[src/hdl/dq_pkg.sv]
// ----------------------------------------------------------------------------
// dq_pkg
// Shared types and fixed field widths for the double-ended queue.
// ----------------------------------------------------------------------------
package dq_pkg;

  localparam int unsigned ActionWidth = 3;
  localparam int unsigned ValueWidth  = 32;
  localparam int unsigned CountWidth  = 5;

  typedef enum logic [ActionWidth-1:0] {
    ACT_PUSH_FRONT = 3'd0,
    ACT_PUSH_BACK  = 3'd1,
    ACT_POP_FRONT  = 3'd2,
    ACT_POP_BACK   = 3'd3,
    ACT_CLEAR      = 3'd4
  } action_e;

  // commands from the controller to the datapath
  typedef struct packed {
    logic latch_in;
    logic execute;
    logic read_mem;
    logic load_out;
  } dq_cmd_t;

endpackage

[src/hdl/dq_ctrl.sv]
// ----------------------------------------------------------------------------
// dq_ctrl
// Sequencer: accept, update and write, read both ends, hand off the result.
// ----------------------------------------------------------------------------
module dq_ctrl
  import dq_pkg::*;
(
  input  logic    clk_i,
  input  logic    rst_ni,
  input  logic    in_valid_i,
  output logic    in_ready_o,
  output logic    out_valid_o,
  input  logic    out_ready_i,
  output dq_cmd_t cmd_o
);

  typedef enum logic [1:0] {
    ST_IDLE,
    ST_EXEC,
    ST_READ,
    ST_DONE
  } state_e;

  state_e state_q;
  logic   out_valid_q;
  logic   slot_free;

  assign slot_free   = !out_valid_q || out_ready_i;
  assign in_ready_o  = (state_q == ST_IDLE);
  assign out_valid_o = out_valid_q;

  always_comb begin
    cmd_o          = '0;
    cmd_o.latch_in = (state_q == ST_IDLE) && in_valid_i;
    cmd_o.execute  = (state_q == ST_EXEC);
    cmd_o.read_mem = (state_q == ST_READ);
    cmd_o.load_out = (state_q == ST_DONE) && slot_free;
  end

  always_ff @(posedge clk_i or negedge rst_ni) begin
    if (!rst_ni) begin
      state_q     <= ST_IDLE;
      out_valid_q <= 1'b0;
    end else begin
      // a new result replaces the old one, otherwise it stays until taken
      out_valid_q <= cmd_o.load_out || (out_valid_q && !out_ready_i);
      case (state_q)
        ST_IDLE: begin
          if (in_valid_i) begin
            state_q <= ST_EXEC;
          end
        end
        ST_EXEC: state_q <= ST_READ;
        ST_READ: state_q <= ST_DONE;
        ST_DONE: begin
          if (slot_free) begin
            state_q <= ST_IDLE;
          end
        end
        default: state_q <= ST_IDLE;
      endcase
    end
  end

endmodule

[config.mk]
export PLATFORM = sky130hd
export DESIGN_NAME = dq_ctrl
export DESIGN_NICKNAME = d
export VERILOG_FILES = /design/src/hdl/dq_pkg.sv /design/src/hdl/dq_ctrl.sv
export SDC_FILE = /design/constraint.sdc
export NUM_CORES = 1
export LEC_CHECK = 0
export BUFFER_PORTS_ARGS = -buffer_cell sky130_fd_sc_hd__buf_2
export CAP_MARGIN = 20
export CORE_AREA = 4 4 41 43
export CTS_CLUSTER_DIAMETER = 120
export CTS_CLUSTER_SIZE = 40
export DETAILED_ROUTE_END_ITERATION = 8
export DIE_AREA = 0 0 45 47
export PLACE_DENSITY = 0.46
export SETUP_SLACK_MARGIN = 0.05
export SLEW_MARGIN = 15
export SYNTH_ARGS = -nofsm -noshare
export SYNTH_HDL_FRONTEND = slang
export SYNTH_SLANG_ARGS = --single-unit
[constraint.sdc]
create_clock -name clk_i -period 1.23 [get_ports clk_i]
set_input_delay 0.1845 -clock clk_i [delete_from_list [all_inputs] [get_ports clk_i]]
set_output_delay 0.1845 -clock clk_i [all_outputs]
set_load 0.01 [all_outputs]
==> summary.md <==
| Metric | Value |
|---|---|
| All-Layer GR Usage | `0.0759` |
| Synth area leaders | `dfrtp_1 37%, ha_1 24%, mux2_4 7.3%` |
| Antenna violations before repair | `0` |
| Worst setup margin | `-0.173 ns` |
| WP data arrival | `approximately 1.5 ns` |
| RSZ-0062 raised after global routing | `yes` |
| Worst setup path startpoint | `state_q[1]$_DFFE_PN0P_` |
| Slew Limit Headroom | `0.903` |
| Footprint of the multi-input gates | `181 µm²` |
| Net Sw Frac | `0.343` |
| IO buf count | `9` |
| Synth Area in Simple Gates | `0.165` |
| YS warnings | `0` |
| Cell variety after synth | `9` |
| Layout Cells excl Fill | `55` |
| Slew Viols, Final | `0` |
| WS Path Type | `reg2reg` |
| Ant. Diodes | `0` |
| Leakage | `approximately 0.00023 µW` |
| TritonCTS Sinks | `3` |
| Length of the first detailed-routing pass in iterations | `1` |
| Seq cells post-synth | `3` |
| Post-Synthesis Cells | `18` |
| Worst-Skew Late Latency | `between 0.2 and 0.25 ns` |
| First-pass GRT wire length | `roughly 990 µm` |
| Worst-path clk slew | `approximately 0.04 ns` |
| Grt peak-use layer | `met2` |
| Yosys top cell area share | `0.366` |
| 1st-iter DRT viols | `0` |
| Die width | `approximately 45 µm` |
| Area growth, synth to finish | `133%` |
| CTS H-tree lvls | `1` |
| GR Layer Usage met2 | `0.107` |
| Synth Area in XOR/XNOR | `0` |
| Synth Area in Compound Gates | `0.0976` |
| Tmin final | `around 1.4 ns` |
| Post-Syn Area | `205 µm²` |
| Status | `complete, but fails checks` |
| Adder-cell share of the synthesized area | `0.244` |
| Crit. End Element | `flop` |
| CTS tree | `done` |
| Comb pwr share | `0.725` |
| RR Startpoint | `state_q[1]$_DFFE_PN0P_` |
| Met3 GRT Util | `0.0421` |
| Ratio of cells with drive above 1 in the final layout | `0.800` |
| FP Rows | `13` |
| Reg power frac | `0.149` |
| Setup WS pre-CTS | `-0.139 ns` |
| Avg Inst Size Synth | `approximately 11 µm²` |
| Drt via density | `3.93` |
| Fillers | `141` |
| Routed WL | `between 600 and 700 µm` |
| Vias post-DR | `around 220` |
| Buffers from clock root to sink, at most | `2` |
| Worst vdd ir | `roughly 1100 µV` |
| Cell Int Power | `between 900 and 1000 µW` |
| Core Util, Final | `0.367` |
| Critical path peak fanout | `3` |
| GRT overflow | `0` |
| Setup_tns | `-0.661 ns` |
| Post-synthesis mux area share | `0.0732` |
| Hold Startpoint | `out_ready_i` |
| IO Pins | `10` |
| Cell taking the most area after synthesis | `dfrtp_1` |
| Final hold viol count | `0` |
| Largest family of logic cells by synthesized area | `adder cells` |
| Synth cell count leaders | `4 x ha_1, 3 x dfrtp_1, 3 x inv_1` |
| Initial Utilization | `0.158` |
| Failing checks | `setup timing` |
| Nets | `49` |
| CP Launch Type | `flop` |
| Drt wl/cell | `around 12 µm` |
| Sw Pwr | `roughly 470 µW` |
| Max_cap viols | `0` |
| CTS root buf | `clkbuf_4` |
| Most common cell in the synthesized netlist | `ha_1` |
| DRC | `0` |
| Core area | `around 0.0013 mm²` |
| GP Congestion | `between 0.6 and 0.7` |
| Peak Freq | `0.713 GHz` |
| Final setup violating endpoints | `6` |
| Worst Skew | `around 0.0046 ns` |
| Post-synth ARST share | `1.00` |
| PwrDens | `2880 mW/mm²` |
| DP Cell Count | `47` |
| Post-synth EDFFs | `0` |
| Total Die Area | `around 0.0021 mm²` |
| Met1 Track Usage GR | `0.0799` |
| Clock power share | `0.126` |
| Register area | `~76 µm²` |
| Worst min path class | `in2reg` |
| Seq/Total Area, Yosys | `0.366` |
| Period utilisation layout | `1.14` |
| CP required | `~1.3 ns` |
| Largest net degree at the start of global routing | `5` |
| CTS Buf Count | `3` |
| Routed Antenna Nets | `0` |
| Die Span Y | `47 µm` |
| Dominant synthesized flop cell | `dfrtp_1` |
| Post-synth net total | `26` |
| Vias in the first global route | `between 200 and 250` |
| Worst Tran Pin Value | `approximately 0.15 ns` |
| DP HPWL | `a little over 400 µm` |
-- timing repair --
item,4_1_cts,5_1_grt
endpoints found under the setup margin,7,7
hold buffers,1,0
pin swaps,1,1
resized for setup,7,13
endpoints found under the hold margin,3,0
buffers inserted,0,3
-- stage by stage --
step	cell area [µm²]	power, µW	hold slack [ns]
6_report	478	1380	0.242
3_3_place_gp	309	720	-0.0204
2_1_floorplan	208	493	-0.111
3_5_place_dp	309	744	-0.0170
5_1_grt	478	1470	0.270
4_1_cts	380	1060	0.242
-- power by group through the flow --
stage,sequential [µW],combinational [µW],clock (µW)
after global placement,192,528,0
after floorplan,201,291,0
after detailed placement,198,546,0
after global routing,210,1070,191
after CTS,199,675,184
final,205,1000,174
-- area by class of cell --
type,count,area share
repair buffers,18,0.343
inverters,3,0.0236
flip-flops and latches,3,0.160
well taps,15,0.0393
multi-input cells,12,0.380
clock buffers,4,0.0550
-- kinds of logic (layout without fill, tap and decap cells) --
| logic type | count (synthesis) | count (layout) |
|---|---|---|
| muxes | 1 | 1 |
| and+or+nand+nor | 5 | 5 |
| AOI/OAI and AO/OA | 2 | 2 |
| DFF | 3 | 3 |
| buffers and inverters | 3 | 25 |
| adders and majority gates | 4 | 4 |
-- path summary, 6_finish.rpt --
path                                           to  depth (start not counted)  slack, ns
max                        state_q[1]$_DFFE_PN0P_                          4      -0.17
min                         out_valid_o$_DFF_PN0_                          3       0.24
max reg2reg                state_q[1]$_DFFE_PN0P_                          4      -0.17
min reg2reg                 out_valid_o$_DFF_PN0_                          2       0.52
max in group asynchronous  state_q[0]$_DFFE_PN0P_                          2       0.83
min in group asynchronous   out_valid_o$_DFF_PN0_                          2       0.28
-- sequential cells by signal (all words and copies together), names as in the netlist --
name and count:
state_q 2, out_valid_o 1
-- critical path, cell delays in order, from the launching register on --
cell and delay, ns:
dfrtp_1 0.41, ha_2 0.21, and3b_2 0.23, a21oi_4 0.14
mux2_4 0.31
-- metal layers --
layer	vias to the layer above	part of all wire
met5	-	0
met4	0	0
met3	0	0.079
met2	10	0.49
met1	104	0.43
li1	102	-
-- cells in the final DEF (no fill, tap or decap), drive strengths merged --
master,instances
buf,17
ha,4
clkbuf,4
inv,3
dfrtp,3
nand2b,2
and2,2
and3b,1
a21oi,1
o32a,1
mux2,1
dlygate4sd3,1
No activity file was read; power rests on OpenSTA's default activity.
