## src/hdl/dq_pkg.sv

```systemverilog
// ----------------------------------------------------------------------------
// dq_pkg
// Shared types and fixed field widths for the double-ended queue.
// ----------------------------------------------------------------------------
package dq_pkg;

  localparam int unsigned ActionWidth = 3;
  localparam int unsigned ValueWidth  = 32;
  localparam int unsigned CountWidth  = 5;

  typedef enum logic [ActionWidth-1:0] {
    ACT_PUSH_FRONT = 3'd0,
    ACT_PUSH_BACK  = 3'd1,
    ACT_POP_FRONT  = 3'd2,
    ACT_POP_BACK   = 3'd3,
    ACT_CLEAR      = 3'd4
  } action_e;

  // commands from the controller to the datapath
  typedef struct packed {
    logic latch_in;
    logic execute;
    logic read_mem;
    logic load_out;
  } dq_cmd_t;

endpackage

```

## src/hdl/dq_datapath.sv

```systemverilog
// ----------------------------------------------------------------------------
// dq_datapath
// Ring store with head index and count, end reads and the result register.
// ----------------------------------------------------------------------------
module dq_datapath
  import dq_pkg::*;
#(
  parameter int unsigned CAPACITY   = 16,
  parameter int unsigned DATA_WIDTH = 32
) (
  input  logic                  clk_i,
  input  logic                  rst_ni,
  input  dq_cmd_t               cmd_i,
  input  logic [ActionWidth-1:0] action_i,
  input  logic [ValueWidth-1:0]  value_i,
  output logic [ValueWidth-1:0]  front_value_o,
  output logic [ValueWidth-1:0]  back_value_o,
  output logic [CountWidth-1:0]  element_count_o,
  output logic                  is_empty_o,
  output logic                  is_full_o,
  output logic                  push_dropped_o
);

  localparam int unsigned IdxW = $clog2(CAPACITY);
  localparam int unsigned CntW = $clog2(CAPACITY + 1);
  localparam int unsigned SumW = CntW + 1;

  logic [DATA_WIDTH-1:0] mem [CAPACITY];

  action_e               act_q;
  logic [DATA_WIDTH-1:0] val_q;
  logic [IdxW-1:0]       head_q, head_d;
  logic [CntW-1:0]       count_q, count_d;
  logic                  dropped_q, dropped_d;
  logic [DATA_WIDTH-1:0] rd_front_q, rd_back_q;

  logic                  wr_en;
  logic [IdxW-1:0]       wr_addr;
  logic [IdxW-1:0]       head_dec, head_inc, tail_addr, back_addr;
  logic [SumW-1:0]       tail_sum, back_sum;
  logic                  full, empty;
  logic [DATA_WIDTH+ValueWidth-1:0] val_ext;
  logic [DATA_WIDTH+ValueWidth-1:0] front_ext, back_ext;
  logic [CntW+CountWidth-1:0]       count_ext;

  assign val_ext = {{DATA_WIDTH{1'b0}}, value_i};
  assign full    = (count_q == CntW'(CAPACITY));
  assign empty   = (count_q == '0);

  assign head_dec = (head_q == '0) ? IdxW'(CAPACITY - 1) : head_q - 1'b1;
  assign head_inc = (head_q == IdxW'(CAPACITY - 1)) ? '0 : head_q + 1'b1;

  // head + count stays below twice the capacity, so one subtract wraps it
  always_comb begin
    tail_sum = SumW'(head_q) + SumW'(count_q);
    if (tail_sum >= SumW'(CAPACITY)) begin
      tail_sum = tail_sum - SumW'(CAPACITY);
    end
    back_sum = SumW'(head_q) + SumW'(count_q) - 1'b1;
    if (empty) begin
      back_sum = SumW'(head_q);
    end else if (back_sum >= SumW'(CAPACITY)) begin
      back_sum = back_sum - SumW'(CAPACITY);
    end
  end
  assign tail_addr = tail_sum[IdxW-1:0];
  assign back_addr = back_sum[IdxW-1:0];

  always_comb begin
    head_d    = head_q;
    count_d   = count_q;
    dropped_d = 1'b0;
    wr_en     = 1'b0;
    wr_addr   = tail_addr;
    case (act_q)
      ACT_PUSH_FRONT: begin
        if (full) begin
          dropped_d = 1'b1;
        end else begin
          head_d  = head_dec;
          wr_en   = 1'b1;
          wr_addr = head_dec;
          count_d = count_q + 1'b1;
        end
      end
      ACT_PUSH_BACK: begin
        if (full) begin
          dropped_d = 1'b1;
        end else begin
          wr_en   = 1'b1;
          count_d = count_q + 1'b1;
        end
      end
      ACT_POP_FRONT: begin
        if (!empty) begin
          head_d  = head_inc;
          count_d = count_q - 1'b1;
        end
      end
      ACT_POP_BACK: begin
        if (!empty) begin
          count_d = count_q - 1'b1;
        end
      end
      ACT_CLEAR: begin
        head_d  = '0;
        count_d = '0;
      end
      default: ;
    endcase
  end

  always_ff @(posedge clk_i or negedge rst_ni) begin
    if (!rst_ni) begin
      head_q  <= '0;
      count_q <= '0;
    end else if (cmd_i.execute) begin
      head_q  <= head_d;
      count_q <= count_d;
    end
  end

  always_ff @(posedge clk_i) begin
    if (cmd_i.latch_in) begin
      act_q <= action_e'(action_i);
      val_q <= val_ext[DATA_WIDTH-1:0];
    end
    if (cmd_i.execute) begin
      dropped_q <= dropped_d;
    end
  end

  always_ff @(posedge clk_i) begin
    if (cmd_i.execute && wr_en) begin
      mem[wr_addr] <= val_q;
    end
  end

  always_ff @(posedge clk_i) begin
    if (cmd_i.read_mem) begin
      rd_front_q <= mem[head_q];
      rd_back_q  <= mem[back_addr];
    end
  end

  assign front_ext = {{ValueWidth{1'b0}}, rd_front_q};
  assign back_ext  = {{ValueWidth{1'b0}}, rd_back_q};
  assign count_ext = {{CountWidth{1'b0}}, count_q};

  // result register, zero values when the queue is empty
  always_ff @(posedge clk_i) begin
    if (cmd_i.load_out) begin
      front_value_o   <= empty ? '0 : front_ext[ValueWidth-1:0];
      back_value_o    <= empty ? '0 : back_ext[ValueWidth-1:0];
      element_count_o <= count_ext[CountWidth-1:0];
      is_empty_o      <= empty;
      is_full_o       <= full;
      push_dropped_o  <= dropped_q;
    end
  end

endmodule

```

## config.mk

```make
export PLATFORM = sky130hd
export DESIGN_NAME = dq_datapath
export DESIGN_NICKNAME = d
export VERILOG_FILES = /design/src/hdl/dq_pkg.sv /design/src/hdl/dq_datapath.sv
export SDC_FILE = /design/constraint.sdc
export NUM_CORES = 1
export LEC_CHECK = 0
export ABC_AREA = 0
export BUFFER_PORTS_ARGS = -buffer_cell sky130_fd_sc_hd__buf_2
export CAP_MARGIN = 20
export CORE_AREA = 10 10 294 239
export DETAILED_ROUTE_END_ITERATION = 16
export DIE_AREA = 0 0 304 249
export HOLD_SLACK_MARGIN = 0.1
export PLACE_DENSITY = 0.68
export SYNTH_ARGS = -nofsm -noshare
export SYNTH_HDL_FRONTEND = slang
export SYNTH_SLANG_ARGS = --single-unit
```

## constraint.sdc

```tcl
create_clock -name clk_i -period 4.2 [get_ports clk_i]
set_input_delay 0.84 -clock clk_i [delete_from_list [all_inputs] [get_ports clk_i]]
set_output_delay 0.84 -clock clk_i [all_outputs]
set_load 0.005 [all_outputs]
```

==> results of run 1 <==
==> placed cells by master, fill, tap and decap left out, types with 3 or more instances in the layout <==
cell type and n:
xor2_1 4, a22oi_1 31, a211oi_1 9, a31o_2 3
o21ai_0 250, nand2_2 3, mux4_2 162, o21ai_1 4
o211ai_1 7, buf_4 57, xnor2_1 6, mux2_4 24
a311oi_1 31, inv_6 3, clkinv_2 7, mux2_2 8
nor3_4 5, and3_1 7, a32oi_1 153, nand3_1 189
and2_1 65, clkbuf_1 10, a21oi_1 11, nor3_2 14
clkbuf_16 71, buf_2 110, clkinv_8 3, nand4_1 31
ha_1 10, a22o_1 3, dfrtp_1 6, a21o_1 4
clkinv_1 14, nand2_1 19, bufinv_16 6, buf_12 17
nor2_1 12, o211ai_2 24, inv_1 9, edfxtp_1 684
==> metal layers <==
layer / up-vias / part of all wire
li1: 8645 / -
met1: 10640 / 0.39
met2: 1674 / 0.45
met3: 285 / 0.13
met4: 2 / 0.035
met5: - / 0.00014
==> area by class of cell <==
type / count / area [um^2] / share of cell area
inverters: 11 / 41.29 / 0.001151
multi-input cells: 1132 / 10430 / 0.2908
clock inverters: 35 / 386.6 / 0.01078
repair buffers: 186 / 1356 / 0.03781
diodes: 2 / 5.005 / 0.0001395
flip-flops and latches: 693 / 20770 / 0.5791
clock buffers: 81 / 1814 / 0.05057
well taps: 850 / 1064 / 0.02965
==> critical path, delay by kind of cell, from the launching register on <==
| kind | cells | cell delay, ns |
|---|---|---|
| compound gates | 2 | 1.06 |
| flops | 1 | 0.53 |
| simple gates | 4 | 1.65 |
| buf+inv | 1 | 0.36 |
==> cell usage after synthesis, types with 8 or more instances <==
| master | instances | area, um^2 |
|---|---|---|
| edfxtp_1 | 684 | 20540 |
| o21ai_0 | 250 | 1251 |
| nand3_1 | 191 | 955.9 |
| mux4_2 | 162 | 3649 |
| a32oi_1 | 153 | 1340 |
| clkbuf_1 | 137 | 514.2 |
| and2_1 | 65 | 406.6 |
| buf_2 | 44 | 220.2 |
| a22oi_1 | 31 | 232.7 |
| a311oi_1 | 31 | 271.5 |
| nand4_1 | 31 | 193.9 |
| mux2_4 | 24 | 360.4 |
| o211ai_2 | 24 | 300.3 |
| nand2_1 | 21 | 78.83 |
| buf_1 | 19 | 71.32 |
| nor3_1 | 19 | 95.09 |
| nor2_1 | 13 | 48.80 |
| a21oi_1 | 12 | 60.06 |
| ha_1 | 10 | 125.1 |
| inv_1 | 10 | 37.54 |
| a211oi_1 | 9 | 67.56 |
| dfrtp_1 | 9 | 225.2 |
| mux2_2 | 8 | 90.09 |
==> sequential cells by signal (all words and copies together) (netlist names), 3 cells and up <==
signal / flops
head_q: 4
mem: 512
act_q: 3
front_value_o: 32
rd_back_q: 32
count_q: 5
back_value_o: 32
rd_front_q: 32
val_q: 32
element_count_o: 5
==> metrics by stage <==
step / instances / TNS (ns) / hold slack [ns] / setup slack, ns
2_1_floorplan: 2047 / -105.29 / 0.4003 / -0.2557
3_3_place_gp: 2870 / 0 / 0.4215 / 0.6416
3_5_place_dp: 2871 / 0 / 0.4224 / 0.4615
4_1_cts: 2988 / 0 / 0.3605 / 0.4251
5_1_grt: 2988 / 0 / 0.3661 / 0.2333
6_report: 2990 / 0 / 0.3784 / 0.2917
==> logic make-up (layout without fill, tap and decap cells) <==
kind of cell    after synthesis  in the layout  share of synthesized area
xor+xnor                     11             11                   0.003449
compound gates              554            554                     0.1215
flops                       693            693                     0.6505
fa+ha+maj                    12             12                   0.005174
buf+inv                     222            313                    0.02967
mux                         197            197                     0.1294
other cells                   0              2                          0
simple gates                358            358                    0.06033
==> worst min path at each step <==
stage | to | cells past startpoint
final | val_q[11] | 1
after global routing | val_q[18] | 1
after CTS | val_q[21] | 1
after detailed placement | push_dropped_o | 0
after global placement | push_dropped_o | 0
after floorplan | push_dropped_o | 0
==> run metrics, run 1 <==
Worst R2R Path Depth=7; DP HPWL=50.04 mm; CP max-delay cell=o21ai_4; final hold viol count=0; cts bufs inserted=70; placed instance area=0.03366 mm^2; setup violators final=0; largest net degree at the start of global routing=156; R2R setup slack=between 0.2 and 0.3 ns; nets@finish=between 2,000 and 2,500; initial antenna violation count=3; met1 Track Usage GR=0.3324; Syn-to-layout area delta=12.39%; GPL Wtd Cong=0.8445; # IOs=about 110; WL/cell=31.04 um; initial core utilization=0.4982; critical path launch point type=flop; Final Slew Violations=0; Clk Latency, worst-skew pair=0.63 ns; hold buffer count at cts=1; CTS tree=done; core area=around 0.064 mm^2; WL final=92.81 mm; vias in the first global route=21,230; unrepaired setup endpoints after global routing=false; met3 Use GR=0.05561; FFs w/ async S/R, synth=0.01299; Post-synth EDFFs=684; met2 usage=0.3634; worst-margin pin slew=between 1 and 1.5 ns; crit path DAT=4.26 ns; first-pass GRT wire length=138.4 mm; Fmax=0.2559 GHz; CP endpoint kind=flop; Routed Antenna Nets=0; Synth Area per Inst=between 15 and 20 um^2; Site Rows=83; Worst Path Required=~4.6 ns; CP max stage delay=0.86 ns; CP Cell Sequence=or4_1, o21ai_4, nand2_2, buf_12, and2_1, o221ai_1, nand4_1; post-route cell area=between 0.03 and 0.04 mm^2; RR Endpoint=rd_back_q[30]; Yosys reg bits=693; crit-path max FO=31; share of post-route cells with drive strength above 1=0.2516; die height=249 um; register area share after synthesis=0.6505; YS warnings=0; # fillers=4,859; Root Buffer Master=clkbuf_16; WS Path Type=reg -> reg; Post CTS Setup Buffer Count=0; HP Start=value_i[11]; post-cts resize count=0; DR vias=21,250; gr usage total=0.2387; Top Usage Layer GRT=met2; 1st-iter DRT viols=around 3,000; DRC=0; die width=304 um; GRT overflow=0; total of max-cap violations=0; worst min path class=in -> reg; Clock Skews=0.02701 ns; Tcrit/Tclk final=0.9306; outcome=finished clean; crit path from=count_q[1]; CTS Sinks=693; CTS clk-pin slew, worst paths=0.06 ns; cell count after synthesis=a little over 2,000; Post-Syn Nets=2,100; count of cell types in the netlist=64; end point of the critical path=rd_back_q[30]; Critical R2R Launch=count_q[1]; Die Area=0.07570 mm^2; htree depth=3; Cell Area, Synth=0.03192 mm^2; Buffers on Ports=approximately 110; CTS max path bufs=3; Via density=between 7 and 8; Tmin final=between 3 and 4 ns; Top FF cell, synth=edfxtp_1; Worst slew margin=0.1569; final core utilization=0.5599; DRT Pass-1 Iters=6
Power of run 1 is not shown: default switching activity piles up to over one toggle a cycle in this logic, so the estimate is an artifact.
==> run 2, diff against run 1 <==
clock period = 3.32 ns   (was 4.2 ns; I/O delays follow)
==> run metrics, run 2 (same netlist as run 1, synthesis figures left out) <==
unrepaired setup endpoints after global routing=false (unchanged); Buffers on Ports=112 (unchanged); antenna cells=0 (was 2); dpl ws=0.1245 ns (was 0.4615 ns); Site Rows=83 (unchanged); initial antenna violation count=1 (was 3); Tcrit/Tclk final=0.9790 (was 0.9306); CTS tree=done (unchanged); placed instance count=2,913 (was 2,871); Hold Slack=0.2048 ns (was 0.3784 ns); vias in the first global route=21,350 (was 21,230); # IOs=113 (unchanged); crit path DAT=3.61 ns (was 4.26 ns); commonest non-fill, non-tap cell in the layout=edfxtp_1 (unchanged); Largest Register=mem (unchanged); Finished Layout Cells=3,043 (was 2,990); Die Area=0.07570 mm^2 (unchanged); first-pass GRT wire length=140.4 mm (was 138.4 mm); cts bufs inserted=71 (was 70); DRC=0 (unchanged); Clock Skews=0.02268 ns (was 0.02701 ns); htree depth=3 (unchanged); Final Slew Violations=0 (unchanged); crit-path max FO=15 (was 31); Largest register FFs=512 (unchanged); critical path launch point type=flop (unchanged); Routed Antenna Nets=0 (unchanged); die height=249 um (unchanged); largest net degree at the start of global routing=134 (was 156); Syn-to-layout area delta=14.97% (was 12.39%); 1st-iter DRT viols=3,179 (was 2,973); DR vias=21,390 (was 21,250); nets@finish=2,190 (was 2,147); GRT overflow=0 (unchanged); CTS clk-pin slew, worst paths=0.06 ns (about the same); DP HPWL=53.40 mm (was 50.04 mm); worst-margin pin slew=0.9735 ns (was 1.265 ns); setup violators final=0 (unchanged); R2R setup slack=0.07 ns (was 0.29 ns); Clk Latency, worst-skew pair=0.63 ns (about the same); die width=304 um (unchanged); worst setup margin=0.06984 ns (was 0.2917 ns); gr usage total=0.2433 (was 0.2387); initial core utilization=0.4982 (unchanged); core area=0.06408 mm^2 (unchanged); worst min path class=in -> reg (unchanged); Fmax=0.3077 GHz (was 0.2559 GHz); CP endpoint kind=flop (unchanged); Worst Path Required=3.68 ns (was 4.55 ns); total of max-cap violations=0 (unchanged); WL/cell=31.14 um (was 31.04 um); GPL Wtd Cong=0.8252 (was 0.8445); Tmin final=3.250 ns (was 3.908 ns); most frequent cells in the layout=edfxtp_1, o21ai_0, nand3_1 (unchanged); Post CTS Setup Buffer Count=0 (unchanged); final hold viol count=0 (unchanged); WL final=94.76 mm (was 92.81 mm); DRT Pass-1 Iters=6 (unchanged); WS Path Type=reg -> reg (unchanged); CTS Sinks=693 (unchanged); outcome=finished clean (unchanged); Via density=7.028 (was 7.105); CTS max path bufs=3 (unchanged); share of post-route cells with drive strength above 1=0.2649 (was 0.2516); Worst slew margin=0.3510 (was 0.1569); Root Buffer Master=clkbuf_16 (unchanged)
-- run 2: final timing paths --
check / cells past startpoint / endpoint / from
hold / removal: 1 / val_q[18] / value_i[18]
setup reg to reg: 11 / rd_back_q[17] / head_q[0]
setup / recovery: 11 / rd_back_q[17] / head_q[0]
hold reg to reg: 0 / push_dropped_o / dropped_q
max in group asynchronous: 2 / head_q[0] / rst_ni
min in group asynchronous: 2 / head_q[3] / rst_ni
-- run 2: layer usage --
| metal | vias to the layer above | global-route usage | wire [um] | part of all wire |
|---|---|---|---|---|
| li1 | 8756 | - | - | - |
| met1 | 10650 | 0.3313 | 35830 | 0.38 |
| met2 | 1677 | 0.3671 | 42930 | 0.45 |
| met3 | 303 | 0.06619 | 12530 | 0.13 |
| met4 | 0 | 0.09802 | 3473 | 0.037 |
| met5 | - | 0 | 0 | 0 |
-- run 2: timing repair --
item,CTS,global route
gates resized for setup,0,3
hold buffers,1,0
setup endpoints to repair,0,8
hold endpoints to repair,9,0
-- run 2: final cells by class --
class / count / area [um^2]
Tap cell: 850 / 1064
Fill cell: 4822 / 27380
Timing Repair Buffer: 228 / 2013
Multi-Input combinational cell: 1132 / 10520
Clock buffer: 88 / 1883
Inverter: 11 / 41.29
Sequential cell: 693 / 20770
Clock inverter: 41 / 404.1
-- run 2: stage by stage --
stage | TNS, ns | instance area [um^2] | utilization
floorplan | -101.27 | 32020 | -
global placement | 0 | 34390 | 0.5367
detailed placement | 0 | 34390 | 0.5367
CTS | 0 | 36690 | 0.5725
global route | 0 | 36700 | 0.5727
finish | 0 | 36700 | 0.5727
-- run 2: worst max-delay path: stages (launching register included) --
cell      delay (ns)
dfrtp_4         0.50
ha_1            0.23
fa_1            0.53
inv_1           0.08
ha_1            0.35
a21boi_4        0.20
buf_12          0.17
buf_6           0.16
a311oi_1        0.33
a22oi_1         0.16
nand3_1         0.14
nand4_1         0.12
Power of run 2 is left out for the same reason.
